--- src/big_pkg.sv ---
`default_nettype none
package big_pkg;

  // defaults for the top-level parameters
  localparam int MAX_DIMS_DEF   = 4;
  localparam int DIM_BITS_DEF   = 16;
  localparam int INDEX_BITS_DEF = 32;

  // fixed port widths
  localparam int FIELD_BITS     = 32;
  localparam int SHAPE_BITS     = 64;
  localparam int RANK_BITS      = 3;
  localparam int REG_INDEX_BITS = 3;
  localparam int QUEUE_DEPTH    = 2;

  // register map
  localparam logic [REG_INDEX_BITS-1:0] REG_FIRST_RANK   = 3'd0;
  localparam logic [REG_INDEX_BITS-1:0] REG_SECOND_RANK  = 3'd1;
  localparam logic [REG_INDEX_BITS-1:0] REG_FIRST_SHAPE  = 3'd2;
  localparam logic [REG_INDEX_BITS-1:0] REG_SECOND_SHAPE = 3'd3;

  localparam logic [RANK_BITS-1:0]  RANK_RESET  = 3'd1;
  localparam logic [SHAPE_BITS-1:0] SHAPE_RESET = 64'h0001_0001_0001_0001;

  typedef enum logic [1:0] {
    ST_OK        = 2'd0,
    ST_BAD_SHAPE = 2'd1,
    ST_BEYOND    = 2'd2
  } status_t;

endpackage
`default_nettype wire

--- src/big_fifo.sv ---
`default_nettype none
module big_fifo #(
  parameter int WIDTH = 8,
  parameter int DEPTH = big_pkg::QUEUE_DEPTH
) (
  input  logic             clk,
  input  logic             rst,
  input  logic             push,
  input  logic [WIDTH-1:0] wdata,
  output logic             full,
  input  logic             pop,
  output logic             empty,
  output logic [WIDTH-1:0] rdata
);

  localparam int PTR_BITS = (DEPTH > 1) ? $clog2(DEPTH) : 1;
  localparam int CNT_BITS = $clog2(DEPTH + 1);

  logic [WIDTH-1:0]    mem [DEPTH];
  logic [PTR_BITS-1:0] wr_ptr, rd_ptr;
  logic [CNT_BITS-1:0] count;
  logic                do_push, do_pop;

  assign full    = (count == CNT_BITS'(DEPTH));
  assign empty   = (count == '0);
  assign do_push = push && !full;
  assign do_pop  = pop && !empty;
  assign rdata   = mem[rd_ptr];

  always_ff @(posedge clk) begin
    if (do_push) mem[wr_ptr] <= wdata;
  end

  always_ff @(posedge clk) begin
    if (rst) begin
      wr_ptr <= '0;
      rd_ptr <= '0;
      count  <= '0;
    end else begin
      if (do_push) wr_ptr <= (wr_ptr == PTR_BITS'(DEPTH - 1)) ? '0 : wr_ptr + 1'b1;
      if (do_pop)  rd_ptr <= (rd_ptr == PTR_BITS'(DEPTH - 1)) ? '0 : rd_ptr + 1'b1;
      count <= count + CNT_BITS'(do_push) - CNT_BITS'(do_pop);
    end
  end

endmodule
`default_nettype wire

--- config.mk ---
export PLATFORM = sky130hd
export DESIGN_NAME = big_fifo
export DESIGN_NICKNAME = d
export VERILOG_FILES = /design/src/big_pkg.sv /design/src/big_fifo.sv
export SDC_FILE = /design/constraint.sdc
export NUM_CORES = 1
export LEC_CHECK = 0
export BUFFER_PORTS_ARGS = -buffer_cell sky130_fd_sc_hd__buf_2
export CORE_ASPECT_RATIO = 1.1
export CORE_MARGIN = 8
export CORE_UTILIZATION = 40
export DETAILED_ROUTE_END_ITERATION = 8
export PLACE_DENSITY = 0.61
export SLEW_MARGIN = 40
export SYNTH_ARGS = -nofsm -noshare
export SYNTH_HDL_FRONTEND = slang
export SYNTH_SLANG_ARGS = --single-unit
--- constraint.sdc ---
create_clock -name clk -period 2.4 [get_ports clk]
set_input_delay 0.48 -clock clk [delete_from_list [all_inputs] [get_ports clk]]
set_output_delay 0.48 -clock clk [all_outputs]
set_load 0.05 [all_outputs]
==> summary.log <==
INFO  global_routing grt.overflow.total=0
INFO  global_routing antenna_violations_before_repair=0
INFO  placement      placed_cell_area=946um^2
INFO  sta            tightest_slew=0.360ns
INFO  critical_path  setup.worst_path.end_class=output port
INFO  synth          synth.largest_area_cell=edfxtp_1
INFO  sta            final_min_period_over_clock_period=80.0%
INFO  floorplanning  fp.coreArea=1960um^2
INFO  floorplanning  die_area=3730um^2
INFO  routing        dr_total_vias=481
INFO  synth          post_synth_main_area_contributors=edfxtp_1, dfxtp_1, mux2_1, mux2_2, ha_1
INFO  sta            report.final.setup_viol=0
INFO  final_layout   final_standard_cell_area_without_fillers=972um^2
INFO  sta            min_period=1.92ns
INFO  synth          ys_types=21
INFO  routing        drt_wl_total=1.28mm
INFO  sta            fmaxAchievable=521MHz
INFO  critical_path  crit_type=flop to output port
INFO  routing        viasPerCell=4.63
INFO  worst_hold_path worst_hold_startpoint=wdata[4]
INFO  global_routing track_usage=7.12%
INFO  floorplanning  num_io_pins=22
INFO  critical_path  critical_path.reg2reg.startpoint=count[1]$_SDFF_PP0_
INFO  critical_path  cp_top_family=flip-flops
INFO  placement      place_hpwl=980um
INFO  synth          ys_seq_area_share=71.6%
INFO  clocking       worst_skew_pair.late_latency=0.30ns
INFO  global_routing grt_start_max_net_pins=12
INFO  clocking       cts_setup_buffers=0
INFO  clocking       clk_pin_slew_worst_paths=0.11ns
INFO  routing        postRouteAntennaNets=0
INFO  clocking       cts_buffer_depth=2
INFO  final_layout   ratio_of_cells_with_drive_above_1_in_the_final_layout=40.8%
INFO  sta            hold_ws=0.363ns
INFO  final_layout   n_antenna_cell=0
INFO  synth          netlist_area=811um^2
INFO  critical_path  timing.critical_path.cells=mux2_2 > buf_2
INFO  critical_path  startpoint_type=flop
INFO  clocking       cts_sink_count=21
INFO  critical_path  critical_path_buf_inv_count=1
INFO  global_routing grt_pass1_wl=1.99mm
INFO  synth          syn-instance-count=52
INFO  critical_path  crit_path_max_fo=8
INFO  synth          postSynthRegisterBits=21
INFO  synth          synth_largest_type_area_fraction=59.3%
INFO  sta            timing_hold_violations_final=0
INFO  sta            grt_setup_unrepaired=no
INFO  routing        first_iter_violations=7
INFO  final_layout   fill_cells=202
INFO  clocking       clock_tree.htree_level_count=1
INFO  flow_run       drv.max_cap_violation_count=0
INFO  synth          net_count_of_the_mapped_netlist=66
INFO  clocking       tritoncts=done
INFO  critical_path  cp.arrival=1.44ns
INFO  floorplanning  fp.dieH=63.2um
INFO  clocking       post_cts_resized=0
INFO  sta            relSlewSlack=75.9%
INFO  power_and_ir_drop powerDensity=1220nW/um^2
INFO  floorplanning  initial_core_util=41.4%
INFO  sta            fin_setup_tns=0ns
INFO  placement      place.gp.congestion=0.613
INFO  routing        wire_per_inst=12.3um
INFO  sta            fin_skew=0.00333ns
INFO  worst_hold_path min-delay-path-class=primary input to flop
INFO  sta            timing_max_transition_violations_final=0
INFO  floorplanning  core.rowCount=17
INFO  clocking       holdBufCountCts=0
INFO  final_layout   nNetsFinal=91
INFO  power_and_ir_drop power.leakage=0.000403uW
INFO  floorplanning  die_x=58.9um
INFO  placement      io_buffers=21
INFO  run_status     run_status=complete, no violations
INFO  critical_path  critPathSlowestCell=dfxtp_1
INFO  global_routing first_global_vias=490
INFO  final_layout   flow.area_growth_from_synthesis=19.9%
INFO  critical_path  worst-endpoint-required=1.92ns
INFO  clocking       cts-buffers-inserted=3
INFO  critical_path  cp_slowest_stage_delay=0.55ns
INFO  synth          synthesis.area_per_instance=15.6um^2
INFO  routing        first_pass_iters=3
INFO  power_and_ir_drop vdd_ir_drop_max=0.000728V
INFO  synth          yosys_warnings=0
INFO  routing        drcViolationCount=0
INFO  clocking       cts-root-buf=clkbuf_4
==> power by group <==
group          switching, uW  internal (uW)
Clock                    101           64.7
Combinational            350            148
Sequential              47.8            470
==> metal layers <==
layer / track usage [%] / vias to the layer above / part of all wire, %
met2: 11.5 / 17 / 47
li1: - / 231 / -
met5: 0 / - / 0
met1: 6.59 / 228 / 42
met4: 5.39 / 0 / 3.3
met3: 3.65 / 5 / 8.3
==> synthesized netlist by cell type <==
cell type  count
inv_1          3
nand2b_2       1
xnor2_1        1
o21a_2         1
nor2_1         4
nand2_1        1
xor2_1         1
and2_1         1
edfxtp_1      16
nor2b_1        1
mux2_2         3
o21ai_0        1
ha_1           2
or3_1          1
dfxtp_1        5
and3_2         1
mux2_1         5
nor3_1         1
buf_2          1
a21oi_1        1
inv_2          1
==> cells by family after synthesis <==
group,Yosys count,share of synthesized area (%)
xor gates and xnor gates,2,2.16
muxes,8,11.1
adders and majority gates,2,3.09
buffers and inverters,5,2.47
AOI/OAI and AO/OA,3,2.31
and+or+nand+nor,11,7.25
DFF,21,71.6
==> worst reg2reg max path, stage by stage, from the launching register on <==
cell,delay [ns]
dfxtp_1,0.37
o21a_2,0.25
ha_1,0.27
inv_1,0.04
ha_1,0.18
xor2_1,0.15
and2_1,0.15
nor3_1,0.11
==> placed cells by master (no fill, tap or decap), types with 2 or more instances in the layout <==
cell type   n
mux2_2      3
dfxtp_1     5
buf_2      21
ha_1        2
nor2_1      4
edfxtp_1   16
inv_1       3
clkbuf_4    3
mux2_1      5
==> flip-flops by register name (all words and copies together), names as in the netlist, named ones only <==
signal,count
wr_ptr,1
rd_ptr,1
mem,16
count,2
==> per-stage QoR <==
| step | power (uW) | util, % | worst slack [ns] | instances |
|---|---|---|---|---|
| 3_3_place_gp | 1020 | 48.3 | 0.758 | 100 |
| 5_1_grt | 1240 | 49.7 | 0.400 | 104 |
| 4_1_cts | 1190 | 49.7 | 0.459 | 104 |
| 3_5_place_dp | 1030 | 48.3 | 0.700 | 100 |
| 2_1_floorplan | 924 | - | 0.878 | 52 |
| 6_report | 1180 | 49.7 | 0.480 | 104 |
==> area by class of cell <==
class                   count  area (um^2)  share of cell area [%]
well taps                  28         35.0                    3.60
inverters                   4         15.0                    1.54
multi-input cells          26          210                    21.6
repair buffers             21          105                    10.8
flip-flops and latches     21          581                    59.7
clock buffers               4         26.3                    2.70
==> path summary, 6_finish.rpt <==
path,to,slack (ns),depth (start not counted)
min reg2reg,wr_ptr$_SDFFE_PP0N_,0.49,2
max,rdata[2],0.48,2
max reg2reg,count[1]$_SDFF_PP0_,0.82,7
min,mem[1][4]$_DFFE_PP_,0.36,1
(Power assumes the default switching activity.)
