<file path="src/big_pkg.sv">
`default_nettype none
package big_pkg;

  // defaults for the top-level parameters
  localparam int MAX_DIMS_DEF   = 4;
  localparam int DIM_BITS_DEF   = 16;
  localparam int INDEX_BITS_DEF = 32;

  // fixed port widths
  localparam int FIELD_BITS     = 32;
  localparam int SHAPE_BITS     = 64;
  localparam int RANK_BITS      = 3;
  localparam int REG_INDEX_BITS = 3;
  localparam int QUEUE_DEPTH    = 2;

  // register map
  localparam logic [REG_INDEX_BITS-1:0] REG_FIRST_RANK   = 3'd0;
  localparam logic [REG_INDEX_BITS-1:0] REG_SECOND_RANK  = 3'd1;
  localparam logic [REG_INDEX_BITS-1:0] REG_FIRST_SHAPE  = 3'd2;
  localparam logic [REG_INDEX_BITS-1:0] REG_SECOND_SHAPE = 3'd3;

  localparam logic [RANK_BITS-1:0]  RANK_RESET  = 3'd1;
  localparam logic [SHAPE_BITS-1:0] SHAPE_RESET = 64'h0001_0001_0001_0001;

  typedef enum logic [1:0] {
    ST_OK        = 2'd0,
    ST_BAD_SHAPE = 2'd1,
    ST_BEYOND    = 2'd2
  } status_t;

endpackage
`default_nettype wire

</file>
<file path="src/big_if.sv">
`default_nettype none
interface big_cfg_if;
  logic                                 valid;
  logic                                 ready;
  logic [big_pkg::REG_INDEX_BITS-1:0]   index;
  logic [big_pkg::SHAPE_BITS-1:0]       data;
  modport source (output valid, output index, output data, input ready);
  modport sink   (input valid, input index, input data, output ready);
endinterface

interface big_req_if;
  logic                             valid;
  logic                             ready;
  logic [big_pkg::FIELD_BITS-1:0]   result_index;
  modport source (output valid, output result_index, input ready);
  modport sink   (input valid, input result_index, output ready);
endinterface

`default_nettype wire

</file>
<file path="src/big_front.sv">
`default_nettype none
module big_front #(
  parameter int MAX_DIMS   = big_pkg::MAX_DIMS_DEF,
  parameter int DIM_BITS   = big_pkg::DIM_BITS_DEF,
  parameter int INDEX_BITS = big_pkg::INDEX_BITS_DEF
) (
  input  logic                  clk,
  input  logic                  rst,
  big_cfg_if.sink               cfg,
  big_req_if.sink               req,
  input  logic                  q_full,
  output logic                  q_push,
  output logic [INDEX_BITS+1:0] q_data,
  output logic [DIM_BITS-1:0]   dr [MAX_DIMS],
  output logic [MAX_DIMS-1:0]   a_one,
  output logic [MAX_DIMS-1:0]   b_one,
  output logic [INDEX_BITS-1:0] sa [MAX_DIMS],
  output logic [INDEX_BITS-1:0] sb [MAX_DIMS]
);

  localparam int PAD_BITS = big_pkg::SHAPE_BITS + MAX_DIMS * DIM_BITS;

  logic [big_pkg::RANK_BITS-1:0]  first_rank;
  logic [big_pkg::RANK_BITS-1:0]  second_rank;
  logic [big_pkg::SHAPE_BITS-1:0] first_shape;
  logic [big_pkg::SHAPE_BITS-1:0] second_shape;

  logic [PAD_BITS-1:0]   pad_a, pad_b;
  logic [DIM_BITS-1:0]   da [MAX_DIMS];
  logic [DIM_BITS-1:0]   db [MAX_DIMS];
  logic [MAX_DIMS-1:0]   bad_dim, empty_dim;
  logic [INDEX_BITS-1:0] sa_r [MAX_DIMS];
  logic [INDEX_BITS-1:0] sb_r [MAX_DIMS];
  big_pkg::status_t      cls;

  assign cfg.ready = 1'b1;

  always_ff @(posedge clk) begin
    if (rst) begin
      first_rank   <= big_pkg::RANK_RESET;
      second_rank  <= big_pkg::RANK_RESET;
      first_shape  <= big_pkg::SHAPE_RESET;
      second_shape <= big_pkg::SHAPE_RESET;
    end else if (cfg.valid) begin
      unique case (cfg.index)
        big_pkg::REG_FIRST_RANK:   first_rank   <= cfg.data[big_pkg::RANK_BITS-1:0];
        big_pkg::REG_SECOND_RANK:  second_rank  <= cfg.data[big_pkg::RANK_BITS-1:0];
        big_pkg::REG_FIRST_SHAPE:  first_shape  <= cfg.data;
        big_pkg::REG_SECOND_SHAPE: second_shape <= cfg.data;
        default: ;
      endcase
    end
  end

  // fields above the register read as size 0
  assign pad_a = PAD_BITS'(first_shape);
  assign pad_b = PAD_BITS'(second_shape);

  for (genvar k = 0; k < MAX_DIMS; k++) begin : g_dim
    logic in_a, in_b;
    // rank 0 counts as 1, so the innermost dimension is always present
    assign in_a  = (k == 0) || (int'(first_rank) > k);
    assign in_b  = (k == 0) || (int'(second_rank) > k);
    assign da[k] = in_a ? pad_a[k*DIM_BITS +: DIM_BITS] : DIM_BITS'(1);
    assign db[k] = in_b ? pad_b[k*DIM_BITS +: DIM_BITS] : DIM_BITS'(1);
    assign a_one[k] = (da[k] == DIM_BITS'(1));
    assign b_one[k] = (db[k] == DIM_BITS'(1));
    assign dr[k]    = a_one[k] ? db[k] : da[k];
    assign bad_dim[k]   = (da[k] != db[k]) && !a_one[k] && !b_one[k];
    assign empty_dim[k] = (dr[k] == '0);
  end

  // operand strides settle one dimension per cycle after a write
  always_ff @(posedge clk) begin
    sa_r[0] <= INDEX_BITS'(1);
    sb_r[0] <= INDEX_BITS'(1);
    for (int k = 1; k < MAX_DIMS; k++) begin
      sa_r[k] <= INDEX_BITS'(sa_r[k-1] * da[k-1]);
      sb_r[k] <= INDEX_BITS'(sb_r[k-1] * db[k-1]);
    end
  end

  assign sa = sa_r;
  assign sb = sb_r;

  always_comb begin
    priority if (|bad_dim) cls = big_pkg::ST_BAD_SHAPE;
    else if (|empty_dim)   cls = big_pkg::ST_BEYOND;
    else                   cls = big_pkg::ST_OK;
  end

  assign req.ready = !q_full;
  assign q_push    = req.valid && !q_full;
  assign q_data    = {cls, INDEX_BITS'(req.result_index)};

endmodule
`default_nettype wire

</file>
<file path="src/flat_wrapper.sv">
// flat-port wrapper written by rule: the top's interface ports become plain ports
module big_front_flat 
#(
  parameter int MAX_DIMS   = big_pkg::MAX_DIMS_DEF,
  parameter int DIM_BITS   = big_pkg::DIM_BITS_DEF,
  parameter int INDEX_BITS = big_pkg::INDEX_BITS_DEF
)
  (clk, rst, q_full, q_push, q_data, dr, a_one, b_one, sa, sb, cfg_valid, cfg_index, cfg_data, cfg_ready, req_valid, req_result_index, req_ready);
  big_cfg_if cfg_i ();
  big_req_if req_i ();
  input  logic clk;
  input  logic rst;
  input  logic q_full;
  output logic q_push;
  output logic [INDEX_BITS+1:0] q_data;
  output logic [DIM_BITS-1:0] dr[MAX_DIMS];
  output logic [MAX_DIMS-1:0] a_one;
  output logic [MAX_DIMS-1:0] b_one;
  output logic [INDEX_BITS-1:0] sa[MAX_DIMS];
  output logic [INDEX_BITS-1:0] sb[MAX_DIMS];
  input wire logic [$bits(cfg_i.valid)-1:0] cfg_valid;
  input wire logic [$bits(cfg_i.index)-1:0] cfg_index;
  input wire logic [$bits(cfg_i.data)-1:0] cfg_data;
  output wire logic [$bits(cfg_i.ready)-1:0] cfg_ready;
  input wire logic [$bits(req_i.valid)-1:0] req_valid;
  input wire logic [$bits(req_i.result_index)-1:0] req_result_index;
  output wire logic [$bits(req_i.ready)-1:0] req_ready;
  assign cfg_i.valid = cfg_valid;
  assign cfg_i.index = cfg_index;
  assign cfg_i.data = cfg_data;
  assign cfg_ready = cfg_i.ready;
  assign req_i.valid = req_valid;
  assign req_i.result_index = req_result_index;
  assign req_ready = req_i.ready;
  big_front #(.MAX_DIMS(MAX_DIMS), .DIM_BITS(DIM_BITS), .INDEX_BITS(INDEX_BITS)) u_core (.clk(clk), .rst(rst), .cfg(cfg_i), .req(req_i), .q_full(q_full), .q_push(q_push), .q_data(q_data), .dr(dr), .a_one(a_one), .b_one(b_one), .sa(sa), .sb(sb));
endmodule
</file>
<file path="config.mk">
export PLATFORM = sky130hd
export DESIGN_NAME = big_front_flat
export DESIGN_NICKNAME = d
export VERILOG_FILES = /design/src/big_pkg.sv /design/src/big_if.sv /design/src/big_front.sv /design/src/flat_wrapper.sv
export SDC_FILE = /design/constraint.sdc
export NUM_CORES = 2
export LEC_CHECK = 0
export BUFFER_PORTS_ARGS = -buffer_cell sky130_fd_sc_hd__buf_4
export CORE_UTILIZATION = 50
export DETAILED_ROUTE_END_ITERATION = 8
export PLACE_DENSITY_LB_ADDON = 0.15
export SLEW_MARGIN = 10
export SYNTH_ARGS = -nofsm -noshare
export SYNTH_HDL_FRONTEND = slang
export SYNTH_SLANG_ARGS = --single-unit
export TNS_END_PERCENT = 10
</file>
<file path="constraint.sdc">
create_clock -name clk -period 16.5 [get_ports clk]
set_clock_uncertainty 0.1 [all_clocks]
set_input_delay 3.3 -clock clk [delete_from_list [all_inputs] [get_ports clk]]
set_output_delay 3.3 -clock clk [all_outputs]
set_load 0.005 [all_outputs]
</file>
==> metrics.txt <==
final hold vios=0; post-CTS resize count=0; clk_lat worst skew=620 ps; DRT Pass-1 Iters=5; post-synth top area share=between 30% and 40%; most used cell, CP=buf_4; pin count of the biggest net entering global routing=between 100 and 150; non-filler cells in the finished layout=between 7000 and 8000; HP Class=reg2reg; DRT iter0 DRCs=approximately 2900; CP cell instances=or2_2, buf_4, nand2b_1, xnor2_1, nand2_1, nor4_1, nand3_1, a21oi_1, o311ai_1, buf_4, a31oi_1, buf_4; Total GRT Usage=30.2%; crit-path max FO=around 70; Vias/cell=5.45; Final Util=a little over half; commonest cells in the netlist=inv_1 (1162), nand2_1 (1116), fa_1 (996), and3_1 (469), ha_1 (338); Port Buf Inserts=approximately 300; LEAKAGE=about 28 nW; Area after DPL=53500 um2; core area=between 100000 and 150000 um2; Power, Total=~1.8 mW; CP endpoint kind=output pin; post-CTS setup buffer count=0; Tmin final=between 9000 and 10000 ps; FFs w/ async S/R, synth=0%; Nets=roughly 7400; Power Dens Cells=about 33 nW/um2; CP Class=reg2out; root buffer cell=clkbuf_16; initial antenna violation count=5; Residual DRC=0; ys flop type=dfxtp_1; grt ovf=0; Num Clock Sinks=between 200 and 300; synth top area cells=fa_1 (39%), dfxtp_1 (12%), inv_1 (8.6%), ha_1 (8.3%), nand2_1 (8.2%); count leader, synth=inv_1; slew margin rel.=between 20% and 30%; Layout area overhead=7.76%; Via Count=~40000; Ports=approximately 470; status=finished, final reports clean; total negative slack=0 ps; Starting Density=50.7%; Final HPWL DP=approximately 120 mm; VDD IR max=between 60 and 70 uV; Syn Inst Count=slightly below 6000; Clock Pin Slew Worst Setup and Hold Paths=~60 ps; final worst slack=roughly 7000 ps; WP data required=~13000 ps; Routed Antenna Nets=0; final worst-path cycle share=approximately 57%; routability-driven placement congestion ratio=0.922; fin. max-slew vios=0; H-tree Lvls=2; final instance area=54800 um2; DR WL/cell=about 21 um; worst path arrival time=~6000 ps; CTS Buffer Depth=3; Max-Cap Viols=0; dominant cell type by area after synthesis=fa_1; vias in the first global route=just over 40000; Netlist cell types=77; sequential share of the synthesized area=11.6%; die width=roughly 320 um; placed instance count=about 7300; number of synthesized flops with an enable pin=0; CP Launch Type=flop; Slew @ Worst Pin=1180 ps; die height=approximately 320 um; die area=around 100000 um2; total number of yosys warnings=0; setup violators final=0; share of layout cells above drive strength 1=about 7.9%; CTS Hold Bufs=0; clock buffer count from CTS=38; unrepaired setup endpoints after global routing=no; CP max stage cell=dfxtp_1; TritonCTS clock tree=built; final wirelength=about 150 mm; post-synthesis area per instance=around 8.6 um2; Hold WS=between 300 and 400 ps; Yosys reg bits=between 200 and 300; Mapped Area=50900 um2; f_max=between 100 and 150 MHz; slowest stage delay, CP=1000 ps; # rows=between 100 and 150; first-pass GRT wire length=around 240 mm; Place WS=7550 ps
placed cells by master, fill, tap and decap left out, drive strengths merged, types with 4 or more instances in the layout:
cell / netlist / routed
inv: 1163 / 1167
nand2: 1116 / 1116
fa: 996 / 996
and3: 469 / 469
buf: 144 / 370
ha: 338 / 338
dfxtp: 294 / 294
a21oi: 228 / 228
xnor2: 188 / 188
conb: 2 / 97
and2: 94 / 94
a21o: 78 / 78
o21ai: 66 / 66
nor2: 64 / 64
clkbuf: 324 / 47
nor4: 35 / 35
nand3: 32 / 32
xor2: 31 / 31
o21bai: 24 / 24
nand4: 22 / 22
o21a: 21 / 21
a31oi: 18 / 18
nor3: 18 / 18
a22o: 15 / 15
clkinv: 1 / 15
a211oi: 12 / 12
nand2b: 11 / 11
nand3b: 11 / 11
nor2b: 9 / 9
a211o: 8 / 8
nor4bb: 7 / 7
o211ai: 7 / 7
mux2i: 6 / 6
o31ai: 4 / 4
bufinv: 0 / 4
cell type report:
cell class | instances | area, um2
antenna | 1 | 2.50
clock buffer | 47 | 1050
clock inverter | 23 | 293
fill | 9476 | 45600
inverter | 1164 | 4370
multi-input combinational | 4074 | 38800
sequential | 294 | 5890
tap | 1357 | 1700
timing repair buffer | 370 | 2780
power breakdown:
group          switching (mW)  internal, mW  total (mW)  leakage (nW)
registers              0.0371         0.723       0.760          2.38
logic                  0.0960        0.0538       0.150          25.3
clock network           0.376         0.526       0.901         0.667
total                   0.509          1.30        1.81          28.3
routing by layer:
metal,track usage [%],up-vias,part of all wire (%)
li1,-,17800,-
met1,42.7,20100,43
met2,45.8,1846,43
met3,8.02,252,11
met4,7.69,10,2.6
met5,0,-,0.037
cell families after synthesis:
| family | count (synthesis) | synth area share [%] |
|---|---|---|
| DFF | 294 | 11.6 |
| adders and majority gates | 1334 | 47.5 |
| and+or+nand+nor | 1900 | 17.6 |
| muxes | 7 | 0.140 |
| buffers and inverters | 1632 | 13.0 |
| other | 2 | 0.0148 |
| xor gates and xnor gates | 219 | 3.77 |
| AOI/OAI and AO/OA | 517 | 6.44 |
critical path: cells and delay by family, from the launching register on:
kind | cells | cell delay [ps]
flops | 1 | 1000
simple gates | 5 | 2210
buf+inv | 3 | 980
xor+xnor | 1 | 330
compound gates | 3 | 920
final timing paths:
| kind | from | end | slack, ps | cells after the start |
|---|---|---|---|---|
| setup / recovery | u_core.first_rank[2] | q_data[33] | 7020 | 12 |
| hold / removal | u_core.second_shape[5] | u_core.sb[69] | 330 | 0 |
| setup reg to reg | u_core.first_rank[2] | u_core.sa[31] | 7460 | 24 |
| hold reg to reg | u_core.second_shape[5] | u_core.sb[69] | 330 | 0 |
sequential cells by signal, indices dropped and copies added, names as in the netlist:
signal and count:
u_core.first_shape 64, u_core.second_rank 3, u_core.second_shape 64, u_core.sb 80, u_core.sa 80, u_core.first_rank 3
(Power assumes the default switching activity.)
